$ cat config.mk
export PLATFORM = sky130hd
export DESIGN_NAME = pet_ctrl
export DESIGN_NICKNAME = d
export VERILOG_FILES = /design/src/rtl/pet_pkg.sv /design/src/rtl/pet_ctrl.sv
export SDC_FILE = /design/constraint.sdc
export NUM_CORES = 1
export LEC_CHECK = 0
export ABC_AREA = 1
export BUFFER_PORTS_ARGS = -buffer_cell sky130_fd_sc_hd__buf_2
export CORE_MARGIN = 2
export CORE_UTILIZATION = 60
export CTS_CLUSTER_DIAMETER = 200
export DETAILED_ROUTE_END_ITERATION = 8
export PLACE_DENSITY = 0.83
export SYNTH_ARGS = -nofsm -noshare
export SYNTH_HDL_FRONTEND = slang
export SYNTH_SLANG_ARGS = --single-unit
$ cat constraint.sdc
create_clock -name clk -period 7.65 [get_ports clk]
set_input_delay 0.765 -clock clk [delete_from_list [all_inputs] [get_ports clk]]
set_output_delay 0.765 -clock clk [all_outputs]
set_load 0.005 [all_outputs]
$ cat src/rtl/pet_pkg.sv
// Shared types, constants and helpers for the polygon edge tessellator.
`timescale 1ns / 1ps
package pet_pkg;

  localparam int CoordFracBits = 16;
  localparam int WidthFracBits = 16;
  localparam int UnitFracBits  = 30;
  // Rounding shift of the offset product down to coordinate units.
  localparam int OffShift = UnitFracBits + WidthFracBits + 1 - CoordFracBits;

  // Short-edge threshold: 1e-4 in coordinate units, at least one LSB.
  localparam int ThRaw = ((1 << CoordFracBits) + 5000) / 10000;
  localparam int Th    = (ThRaw == 0) ? 1 : ThRaw;
  localparam logic [63:0] ThSq = 64'(Th) * 64'(Th);

  localparam logic [23:0] VertexLimitReset = 24'd65536;

  // Vertex selectors for the emit step.
  localparam logic [3:0] VSEL_Q0 = 4'd0;  // start + n
  localparam logic [3:0] VSEL_Q1 = 4'd1;  // start - n
  localparam logic [3:0] VSEL_Q2 = 4'd2;  // end + n
  localparam logic [3:0] VSEL_Q3 = 4'd3;  // start - n
  localparam logic [3:0] VSEL_Q4 = 4'd4;  // end - n
  localparam logic [3:0] VSEL_Q5 = 4'd5;  // end + n
  localparam logic [3:0] VSEL_C  = 4'd6;  // center
  localparam logic [3:0] VSEL_S  = 4'd7;  // start
  localparam logic [3:0] VSEL_E  = 4'd8;  // end

  typedef struct packed {
    logic        load;      // capture input item
    logic        sq_start;  // begin square root
    logic        dv_start;  // begin both divisions
    logic        off_calc;  // compute offsets from quotients
    logic        emit;      // load output register
    logic [3:0]  vsel;
    logic        last;
  } pet_cmd_t;

  typedef struct packed {
    logic skip_quad;   // no border or short edge
    logic sq_done;
    logic dv_done;
  } pet_sts_t;

  function automatic logic signed [31:0] sat32(input logic signed [33:0] v);
    if (v > 34'sd2147483647) return 32'sh7fffffff;
    if (v < -34'sd2147483648) return 32'sh80000000;
    return v[31:0];
  endfunction

endpackage

$ cat src/rtl/pet_ctrl.sv
// Controller: handshakes, capacity check and vertex sequencing.
`timescale 1ns / 1ps
module pet_ctrl (
  input  logic              clk,
  input  logic              rst_n,
  input  logic              in_tvalid,
  output logic              in_tready,
  input  logic [23:0]       bw,
  input  logic [11:0]       n,
  input  logic              first,
  input  logic              cfg_valid,
  output logic              cfg_ready,
  input  logic [23:0]       cfg_data,
  output logic              out_tvalid,
  input  logic              out_tready,
  output pet_pkg::pet_cmd_t cmd,
  input  pet_pkg::pet_sts_t sts
);

  localparam logic [2:0] S_IDLE = 3'd0;
  localparam logic [2:0] S_SQ   = 3'd1;
  localparam logic [2:0] S_DV   = 3'd2;
  localparam logic [2:0] S_OFF  = 3'd3;
  localparam logic [2:0] S_EMIT = 3'd4;
  localparam logic [2:0] S_SQW  = 3'd5;

  logic [2:0]  state_r, state_nxt;
  logic [23:0] limit_r, total_r, total_nxt;
  logic        halted_r, halted_nxt;
  logic [3:0]  vsel_r, vsel_nxt;
  logic [2:0]  off_cnt_r, off_cnt_nxt;
  logic        ov_r, ov_nxt;
  logic [4:0]  emitted_r, emitted_nxt;

  logic        accept;
  logic [15:0] need;
  logic [24:0] sum;
  logic        slot_free;

  assign accept    = in_tvalid && in_tready;
  assign in_tready = (state_r == S_IDLE);
  assign cfg_ready = 1'b1;
  assign need = (bw != 24'd0) ? 16'(n) * 16'd9 : 16'(n) * 16'd3;
  assign sum  = 25'(total_r) + 25'(need);
  assign slot_free = !ov_r || out_tready;
  assign out_tvalid = ov_r;

  always_comb begin
    state_nxt = state_r; total_nxt = total_r; halted_nxt = halted_r;
    vsel_nxt = vsel_r; off_cnt_nxt = off_cnt_r; emitted_nxt = emitted_r;
    ov_nxt = ov_r && !out_tready;
    cmd = '0;
    cmd.vsel = vsel_r;
    cmd.last = (vsel_r == pet_pkg::VSEL_E);
    cmd.load = accept;
    case (state_r)
      S_IDLE: begin
        if (accept && !halted_r && n >= 12'd3) begin
          if (first && sum > 25'(limit_r)) begin
            halted_nxt = 1'b1;
          end else begin
            emitted_nxt = '0;
            state_nxt = S_SQ;
          end
        end
      end
      S_SQ: begin
        cmd.sq_start = 1'b1;
        state_nxt = S_SQW;
      end
      S_SQW: begin
        if (sts.sq_done) begin
          if (sts.skip_quad) begin
            vsel_nxt = pet_pkg::VSEL_C;
            state_nxt = S_EMIT;
          end else begin
            cmd.dv_start = 1'b1;
            state_nxt = S_DV;
          end
        end
      end
      S_DV: begin
        if (sts.dv_done) begin
          cmd.off_calc = 1'b1;
          off_cnt_nxt = 3'd2;
          state_nxt = S_OFF;
        end
      end
      S_OFF: begin
        off_cnt_nxt = off_cnt_r - 3'd1;
        if (off_cnt_r == 3'd1) begin
          vsel_nxt = pet_pkg::VSEL_Q0;
          state_nxt = S_EMIT;
        end
      end
      S_EMIT: begin
        if (slot_free) begin
          cmd.emit = 1'b1;
          ov_nxt = 1'b1;
          emitted_nxt = emitted_r + 5'd1;
          if (vsel_r == pet_pkg::VSEL_E) begin
            total_nxt = (25'(total_r) + 25'(emitted_r) + 25'd1 > 25'hFFFFFF) ?
                        24'hFFFFFF : 24'(25'(total_r) + 25'(emitted_r) + 25'd1);
            state_nxt = S_IDLE;
          end else begin
            vsel_nxt = vsel_r + 4'd1;
          end
        end
      end
      default: state_nxt = S_IDLE;
    endcase
  end

  always_ff @(posedge clk) begin
    if (!rst_n) begin
      state_r <= S_IDLE; total_r <= '0; halted_r <= 1'b0; limit_r <= pet_pkg::VertexLimitReset;
      vsel_r <= '0; off_cnt_r <= '0; ov_r <= 1'b0; emitted_r <= '0;
    end else begin
      state_r <= state_nxt; total_r <= total_nxt; halted_r <= halted_nxt;
      vsel_r <= vsel_nxt; off_cnt_r <= off_cnt_nxt; ov_r <= ov_nxt; emitted_r <= emitted_nxt;
      if (cfg_valid) limit_r <= cfg_data;
    end
  end

  // Input is only taken when idle, and a halted block never leaves idle.
  a_idle_ready: assert property (@(posedge clk) disable iff (!rst_n)
    in_tready |-> state_r == S_IDLE) else $error("ready outside idle");
  a_halt_sticky: assert property (@(posedge clk) disable iff (!rst_n)
    $past(halted_r) |-> halted_r) else $error("halt cleared");
  a_halt_idle: assert property (@(posedge clk) disable iff (!rst_n)
    halted_r && state_r == S_IDLE |=> state_r == S_IDLE) else $error("halted block started");
  a_emit_room: assert property (@(posedge clk) disable iff (!rst_n)
    cmd.emit |-> (!ov_r || out_tready)) else $error("output overwritten");

endmodule

Word-level counts from Yosys, hierarchy flattened --
Cells that the tools add are included.
Word-level totals: flip-flop bits (word level) 65, input bits 69, output and inout bits 13, logic and storage cells 88
Cells by class: add/sub/neg operators 6, $mul 2, order comparisons 3, eq/ne operators 16, multiplexer cells 33, reductions and logical operators 20
Operator list (count):
- 3-bit 2-to-1 mux | 9
- 24-bit by 16-bit adder with 25-bit output | 1
- 24-bit by 5-bit adder with 25-bit output | 1
- 25-bit by 1-bit adder with 25-bit output (second input constant) | 1
- 25-bit by 24-bit > comparator with 1-bit output | 1
- 25-bit by 24-bit > comparator with 1-bit output (second input constant) | 1
- 24-bit 2-to-1 mux | 1
- 24-bit nonzero test | 1
- 4-bit 2-to-1 mux | 5
- 3-bit one-hot mux with 6 select lines | 1
- 12-bit by 4-bit multiplier with 16-bit output (second input constant) | 1
- 16-bit 2-to-1 mux | 1
- 2-bit inequality test (second input constant) | 8
- 5-bit 2-to-1 mux | 3
- 12-bit by 2-bit multiplier with 14-bit output (second input constant) | 1
- 12-bit by 2-bit >= comparator with 1-bit output (second input constant) | 1
- 4-bit one-hot mux with 3 select lines | 1
- 1-bit 2-to-1 mux | 10
- 5-bit one-hot mux with 2 select lines | 1
- 7-bit AND reduction | 1
- 3-bit by 1-bit equality test with 1-bit output (second input constant) | 2
- 3-bit by 2-bit equality test with 1-bit output (second input constant) | 2
- 3-bit equality test (second input constant) | 2
- 3-bit one-hot mux with 2 select lines | 1
- 15 further kinds | 23

Logic depth before layout (Yosys ltp) --
Gate-level depths: netlist (run 1).
depth after elaboration 8, depth in mapped cells 38, gate-level depth less buffers 38

Least setup slack after synthesis (run 1) --
OpenSTA, ideal clock, no wires.
path kind input-to-reg, start input port n[1], end register emitted_r[0], library setup time 0.113 ns, arrival time 5.112 ns, data required time 7.537 ns, setup slack 2.426 ns, stages on the path 37, cells stage by stage ha_1 > ha_1 > fa_1 > nand3_1 > nand2_1 > nand2_1 > nand2_1 > a21oi_1 > nor2_1 > o21ai_0 > nand2_1 > xnor2_1 > nand2_1 > nand2_1 > inv_1 > ha_1 > nand2_1 > nor2_1 > nand2_1 > o21ai_0 > a21oi_1 > or2_2 > xor2_1 > inv_1 > ha_1 > inv_1 > nor2_1 > nor2_1 > nand3_1 > nor2_1 > nand2_1 > nand2_1 > nand2_1 > nand2_2 > nand2_1 > nand2_1 > nor2_1
Between the ends: longest elaborated chain between the ends 7, elaborated cells on any way between the ends 11, those cells by class add/sub: 1; mul: 2; order compare: 2; eq/ne: 2; mux: 1; reduce/logical: 3
Ends and longest elaborated chain:
- start: declaration | line pet_ctrl.sv:9 | input logic [11:0] n,
- 12-bit by 2-bit multiplier with 14-bit output / 12-bit by 4-bit multiplier with 16-bit output (equally long branches) | line pet_ctrl.sv:43 | assign need = (bw != 24'd0) ? 16'(n) * 16'd9 : 16'(n) * 16'd3;
- 16-bit 2-to-1 mux | line pet_ctrl.sv:43
- 24-bit by 16-bit adder with 25-bit output | line pet_ctrl.sv:44 | assign sum = 25'(total_r) + 25'(need);
- 25-bit by 24-bit > comparator with 1-bit output | line pet_ctrl.sv:59 | if (first && sum > 25'(limit_r)) begin
- 1-bit logical AND | line pet_ctrl.sv:59
- 2-bit inequality test (no line)
- 4-bit AND reduction (no line) (*)
- end signal: assignment | line pet_ctrl.sv:120 | vsel_r <= vsel_nxt; off_cnt_r <= off_cnt_nxt; ov_r <= ov_nxt; emitted_r <= emitted_nxt;
- end: declaration | line pet_ctrl.sv:33 | logic [4:0] emitted_r, emitted_nxt;
Every way passes the cells marked *; elsewhere a longest branch is shown, timed or not. A chain may end at the register's enable or synchronous reset.

Worst setup path in the final report (run 1) --
Ends and elaborated chain as after synthesis.

==> results of run 1 <==
layout make-up:
cell class | instances | area share
tap | 133 | 0.0240
inverter | 154 | 0.0838
clock inverter | 5 | 0.0181
multi-input combinational | 677 | 0.606
timing repair buffer | 81 | 0.0589
clock buffer | 11 | 0.0219
sequential | 65 | 0.188
where the power goes:
group / switching (mW) / leakage, nW / internal [mW]
clock: 0.143 / 0.140 / 0.267
combinational: 0.277 / 2.80 / 0.179
sequential: 0.0365 / 0.532 / 0.373
per-layer routing:
layer / track usage / up-vias / part of all wire
met3: 0.0451 / 26 / 0.064
met4: 0.0914 / 0 / 0.021
met5: 0 / - / 0
li1: - / 3173 / -
met1: 0.357 / 2703 / 0.46
met2: 0.454 / 198 / 0.45
through the flow:
step / total power [mW] / hold slack [ps] / utilization / instance area, sq um / setup WS, ps
floorplan: 0.745 / 436 / - / 6160 / 2430
global placement: 0.851 / 451 / 0.674 / 6650 / 1690
detailed placement: 0.862 / 459 / 0.674 / 6650 / 1630
CTS: 1.28 / 470 / 0.702 / 6930 / 1990
global route: 1.36 / 487 / 0.702 / 6930 / 1450
finish: 1.28 / 465 / 0.702 / 6930 / 1860
cells by family after synthesis:
family / after synthesis
AND/OR/NAND/NOR: 332
AO/OA/AOI/OAI: 203
buffers and inverters: 173
adder cells (fa/ha/maj): 93
flip-flops: 65
XOR/XNOR: 48
other: 1
layout by cell type (no fill, tap or decap), types with 7 or more instances in the layout:
cell type  synthesis  layout
nand2_1          162     162
inv_1            146     146
a21oi_1           94      94
ha_1              89      89
nor2_1            82      82
buf_2              1      80
dfxtp_1           65      65
o21ai_0           62      62
nand3_1           33      33
xor2_1            31      31
xnor2_1           17      17
nor3_1            16      16
nand4_1           12      12
o211ai_1          12      12
clkbuf_8           0      11
nor4_1             7       7
worst paths after layout:
kind,startpoint,endpoint,slack [ps],cells past startpoint
min reg2reg,halted_r$_SDFFE_PN0P_,halted_r$_SDFFE_PN0P_,470,2
max,n[1],emitted_r[0]$_SDFFE_PN0P_,1860,35
min,halted_r$_SDFFE_PN0P_,halted_r$_SDFFE_PN0P_,470,2
max reg2reg,total_r[2]$_SDFFE_PN0P_,emitted_r[0]$_SDFFE_PN0P_,3530,21
flip-flops by register name, summed over array words and instances, names as in the netlist:
register and count:
limit_r 24, vsel_r 4, halted_r 1, emitted_r 5, off_cnt_r 3, total_r 24, state_r 3, out_tvalid 1
critical path, delay by kind of cell:
family          cells  cell delay (ps)
compound gates      6             1340
xor+xnor            1              140
fa+ha+maj           5             1580
buf+inv             3              320
simple gates       20             1900
==> reports/metrics.yaml, run 1 <==
run_status:
  status: "finished clean"
logic_synthesis:
  yosysMostFrequentCell: "nand2_1"
  ys_top_cells_by_count: "162 x nand2_1, 146 x inv_1, 94 x a21oi_1"
  yosysTopAreaCellShare: 0.211
  syn_area_per_cell_sq_um: 6.73
  synth-xor-area-share: 0.0682
  synth_compound_area_frac: 0.185
  synthesis.nets: 1077
  synth.distinct_cells: 48
  ys_warn_count: 0
  synth_top_family_by_area: "simple AND/OR/NAND/NOR gates"
  synth-async-reset-ratio: 0
  synth_area_leaders: "dfxtp_1 21%, ha_1 18%, nand2_1 9.9%, inv_1 8.9%, a21oi_1 7.6%"
  muxShareOfSynthArea: 0
  yosysSeqAreaShare: 0.211
  syn_inst: 915
  synth-simple-area-share: 0.233
  syn_area_sq_mm: 0.00616
  synthFlopType: "dfxtp_1"
  synthAdderAreaFrac: 0.194
  synth_edf_count: 0
  yosys.area.top_type: "dfxtp_1"
  synth-seq-cells: 65
global_routing:
  grt_max_degree: 50
  antenna_found_initial: 0
  grt_pass1_vias: 5654
  grt_pass1_wl_mm: 25.1
  grtUsageTotal: 0.273
  overflow: 0
detailed_routing:
  drt-initial-drc-count: 358
  wl_per_cell_microns: 13.0
  drt-total-wl_mm: 14.7
  post-route-drc-count: 0
  dr.pass1.iters: 5
  vias_per_cell: 5.42
  vias: 6100
  ant_nets: 0
timing:
  drv_slew: 0
  rsz0062_at_grt: "no"
  tightest_slew_ps: 948
  fin_crit_sh: 0.757
  finalSetupTns_ps: 0
  fmax_ghz: 0.173
  fin_skew_ps: 10.3
  layout_min_cycle_time_ps: 5790
  slew_headroom: 0.364
  hold_viol: 0
  setup_viol: 0
cts:
  postCtsHoldBufs: 0
  cts_tree: "done"
  cts_buffers: 9
  cts_num_sinks: 65
  cts_setup_buffers: 0
  clockBufferDepth: 2
  root_buffer: "clkbuf_8"
  post_cts_resized: 0
  htree_levels: 3
  clk_latency_ps: 360
  clkTransAtPathRegs_ps: 70
job:
  cap_violations: 0
final_layout:
  final_nets: 1150
  multiInputGateArea_sq_mm: 0.00420
  diodes: 0
  area_growth_pct: 12.4
  layout.area.seq_sq_mm: 0.00130
  finalNonFillerCells: 1126
  final_layout_size_suffix_gt1_frac: 0.118
  fillerInstances: 870
critical_path:
  max_stage_delay_ps: 410
  start_kind: "input port"
  worstSetupPathType: "in -> reg"
  slowest_stage: "fa_1"
  crit_path_max_fanout: 8
  crit_top_cell: "nand2_1"
  worstPathRequired_ps: 7900
  crit_path_end_kind: "flip-flop"
  arrival_ps: 6040
die:
  core.rowCount: 36
  die_y_microns: 105
  die_area_sq_mm: 0.0111
  core_sq_mm: 0.00986
  die-width_microns: 105
  initial_core_util: 0.625
  ios: 82
place:
  gp_congestion: 0.917
  numPortBuffers: 80
  dp_hpwl_mm: 11.2
  place_inst: 1110
pwr:
  static-leakage-power_nw: 3.47
  power_density_mw_per_mm2: 184
  ir_drop_mv: 0.150
min_path:
  worstHoldPathType: "reg -> reg"
Note: power is estimated with default switching activity, not from simulation.
==> inputs of run 2 (changes only) <==
Settings changed: ABC_AREA 1 to 0, CORE_UTILIZATION 60 to 54, PLACE_DENSITY 0.83 to 0.78.
Clock period 7.65 ns to 5.1 ns, I/O delays scaled along.
==> run 2 against run 1 <==
Net effect:
- the run now ends with setup timing left
- setup slack got worse by 2000 ps
- critical endpoint is now emitted_r[4]$_SDFFE_PN0P_
- via count grew 1.8%
- clock skew decreased by 1.6 ps
==> reports/metrics.yaml, run 2 <==
run_status:
  status: "finished, violations left"
  violations: "setup timing"
final_layout:
  fin_area_sq_mm: 0.00792  # +14%
  finalNonFillerCells: 1056  # -6.2%
  finalCoreUtilization: 0.724  # +0.0216
  reg.largest.list: "limit_r x24, total_r x24, emitted_r x5"
  fillerInstances: 808  # -7.1%
  final_common_cell: "buf_4"
  final_layout_size_suffix_gt1_frac: 0.299  # +0.181
  final_cell_mix: "86 x buf_4, 81 x ha_1, 77 x buf_2"
  diodes: 0  # unchanged
  area_growth_pct: 30.1
  final_nets: 1073  # -6.7%
logic_synthesis:
  synth-async-reset-ratio: 0  # unchanged
  muxShareOfSynthArea: 0.0551  # +0.0551
  syn_area_per_cell_sq_um: 8.09  # +20%
  yosysSeqAreaShare: 0.214  # +0.00261
  synth-seq-cells: 65  # unchanged
  synth.distinct_cells: 77  # +60%
  ys_warn_count: 0  # unchanged
  synth_compound_area_frac: 0.207  # +0.0218
  synth-xor-area-share: 0.0604  # -0.00779
  yosys.area.top_type: "dfxtp_1"
  synthesis.nets: 914  # -15%
  syn_inst: 752  # -18%
  synthFlopType: "dfxtp_1"
  synth_edf_count: 0  # unchanged
  yosysMostFrequentCell: "ha_1"
  yosysTopAreaCellShare: 0.214  # +0.00261
  synthAdderAreaFrac: 0.196  # +0.00239
  synth_area_leaders: "dfxtp_1 21%, ha_1 18%, nor2_1 4.8%, mux2i_1 4.8%, xnor2_1 4.6%"
  syn_area_sq_mm: 0.00609  # -1.2%
  synth_top_family_by_area: "simple AND/OR/NAND/NOR gates"
  synth-simple-area-share: 0.207  # -0.0259
  ys_top_cells_by_count: "89 x ha_1, 78 x nor2_1, 65 x dfxtp_1"
global_routing:
  grt_pass1_wl_mm: 27.0  # +7.6%
  grt_pass1_vias: 5934  # +5.0%
  antenna_found_initial: 0  # unchanged
  grt_max_degree: 37  # -26%
  grtUsageTotal: 0.279  # +0.00617
  overflow: 0  # unchanged
timing:
  fmax_ghz: 0.190
  drv_slew: 0  # unchanged
  fin_crit_sh: 1.03
  layout_min_cycle_time_ps: 5250
  hold_ws_ps: 419  # -45.9 ps
  slew_headroom: 0.463  # +0.0986
  hold_viol: 0  # unchanged
  setup_viol: 7  # +7
  setup_ws_ps: -151  # -2010 ps
  tightest_slew_ps: 805  # -143 ps
  fin_skew_ps: 8.77  # -1.56 ps
  rsz0062_at_grt: "yes"
  finalSetupTns_ps: -768  # -768 ps
critical_path:
  path_delay_family: "compound AO/OA/AOI/OAI gates"
  slowest_stage: "o41a_1"
  worstPathRequired_ps: 5320  # -2580 ps
  crit_path_max_fanout: 5  # -3
  crit_path_end_kind: "flip-flop"
  worst-path-buf-inv: 4  # +1
  max_stage_delay_ps: 390  # -20 ps
  arrival_ps: 5480  # -560 ps
  worstSetupPathType: "in -> reg"
  start_kind: "input port"
detailed_routing:
  drt-total-wl_mm: 17.1  # +17%
  post-route-drc-count: 0  # unchanged
  ant_nets: 0  # unchanged
  vias_per_cell: 5.88  # +8.6%
  vias: 6210  # +1.8%
  drt-initial-drc-count: 398  # +11%
  wl_per_cell_microns: 16.2  # +24%
  dr.pass1.iters: 5  # unchanged
place:
  gp_congestion: 0.986  # +7.5%
  placed_cell_area_sq_mm: 0.00718  # +8.0%
  place_inst: 1021  # -8.0%
  numPortBuffers: 80  # unchanged
  dpl_worst_slack_ps: -589  # -2220 ps
  dp_hpwl_mm: 12.9  # +15%
cts:
  clk_latency_ps: 340  # -20 ps
  clockBufferDepth: 2  # unchanged
  cts_tree: "done"
  root_buffer: "clkbuf_16"
  clkTransAtPathRegs_ps: 60  # about the same
  htree_levels: 3  # unchanged
  postCtsHoldBufs: 0  # unchanged
  cts_buffers: 9  # unchanged
  cts_num_sinks: 65  # unchanged
die:
  die-width_microns: 110  # +4.6%
  core_sq_mm: 0.0109  # +11%
  ios: 82  # unchanged
  die_y_microns: 110  # +4.6%
  core.rowCount: 38  # +5.6%
  die_area_sq_mm: 0.0121  # +9.4%
  initial_core_util: 0.557  # -0.0680
pwr:
  static-leakage-power_nw: 3.66  # +5.6%
  power.total_mw: 1.84  # +44%
  ir_drop_mv: 0.216  # +43%
  power_density_mw_per_mm2: 232  # +26%
min_path:
  worstHoldPathType: "in -> reg"
job:
  cap_violations: 0  # unchanged
[run 2: layout make-up]
type                            count  area (sq um)  area share
Sequential cell                    65          1300       0.164
Inverter                           64           240      0.0303
Clock inverter                      5          56.3     0.00711
Clock buffer                       11           233      0.0294
Timing Repair Buffer              172          1140       0.144
Tap cell                          140           175      0.0221
Multi-Input combinational cell    599          4770       0.603
[run 2: worst paths after layout]
path                                         startpoint                   endpoint  slack, ps  cells after the start
worst max-delay path                               n[3]  emitted_r[4]$_SDFFE_PN0P_       -150                     28
worst min-delay path                       cfg_data[18]   limit_r[18]$_SDFFE_PN0P_        420                      3
worst max register to register  total_r[1]$_SDFFE_PN0P_  emitted_r[1]$_SDFFE_PN0P_        970                     20
worst min register to register    halted_r$_SDFFE_PN0P_      halted_r$_SDFFE_PN0P_        480                      1
[run 2: worst register-to-register path, stage by stage, from the launching register on]
cell and delay (ps):
dfxtp_1 440, inv_1 180, fa_1 480, nand2b_1 180, a21oi_1 250, o21ai_2 130, a31oi_4 240, a31oi_4 140
buf_4 160, nor3_4 180, xnor2_1 90, ha_1 330, nand3_2 110, buf_4 160, a211o_1 230, a21oi_2 120
a211oi_2 50, buf_4 170, a21oi_4 160, buf_6 110, mux2i_1 150
[run 2: kinds of logic after synthesis]
| family | Yosys count |
|---|---|
| compound gates | 190 |
| simple gates | 240 |
| mux | 33 |
| xor+xnor | 42 |
| buf+inv | 88 |
| flops | 65 |
| fa+ha+maj | 93 |
| other cells | 1 |
[run 2: per-layer routing]
layer  vias up  GRT usage  share of wire
li1       3047          -              -
met1      2926      0.348           0.43
met2       196      0.482           0.49
met3        41     0.0353          0.043
met4         0      0.116          0.040
met5         -          0              0
[run 2: timing repair]
action                                  4_1_cts  5_1_grt
buffers inserted                              9       10
pin swaps                                    42       45
gates resized for setup                      30       36
endpoints found under the setup margin        7        7
[run 2: where the power goes]
group	leakage (nW)	switching [mW]	total, mW	internal, mW
Combinational	2.99	0.340	0.667	0.327
Clock	0.139	0.227	0.604	0.377
Sequential	0.529	0.0350	0.567	0.532
Total	3.66	0.602	1.84	1.24
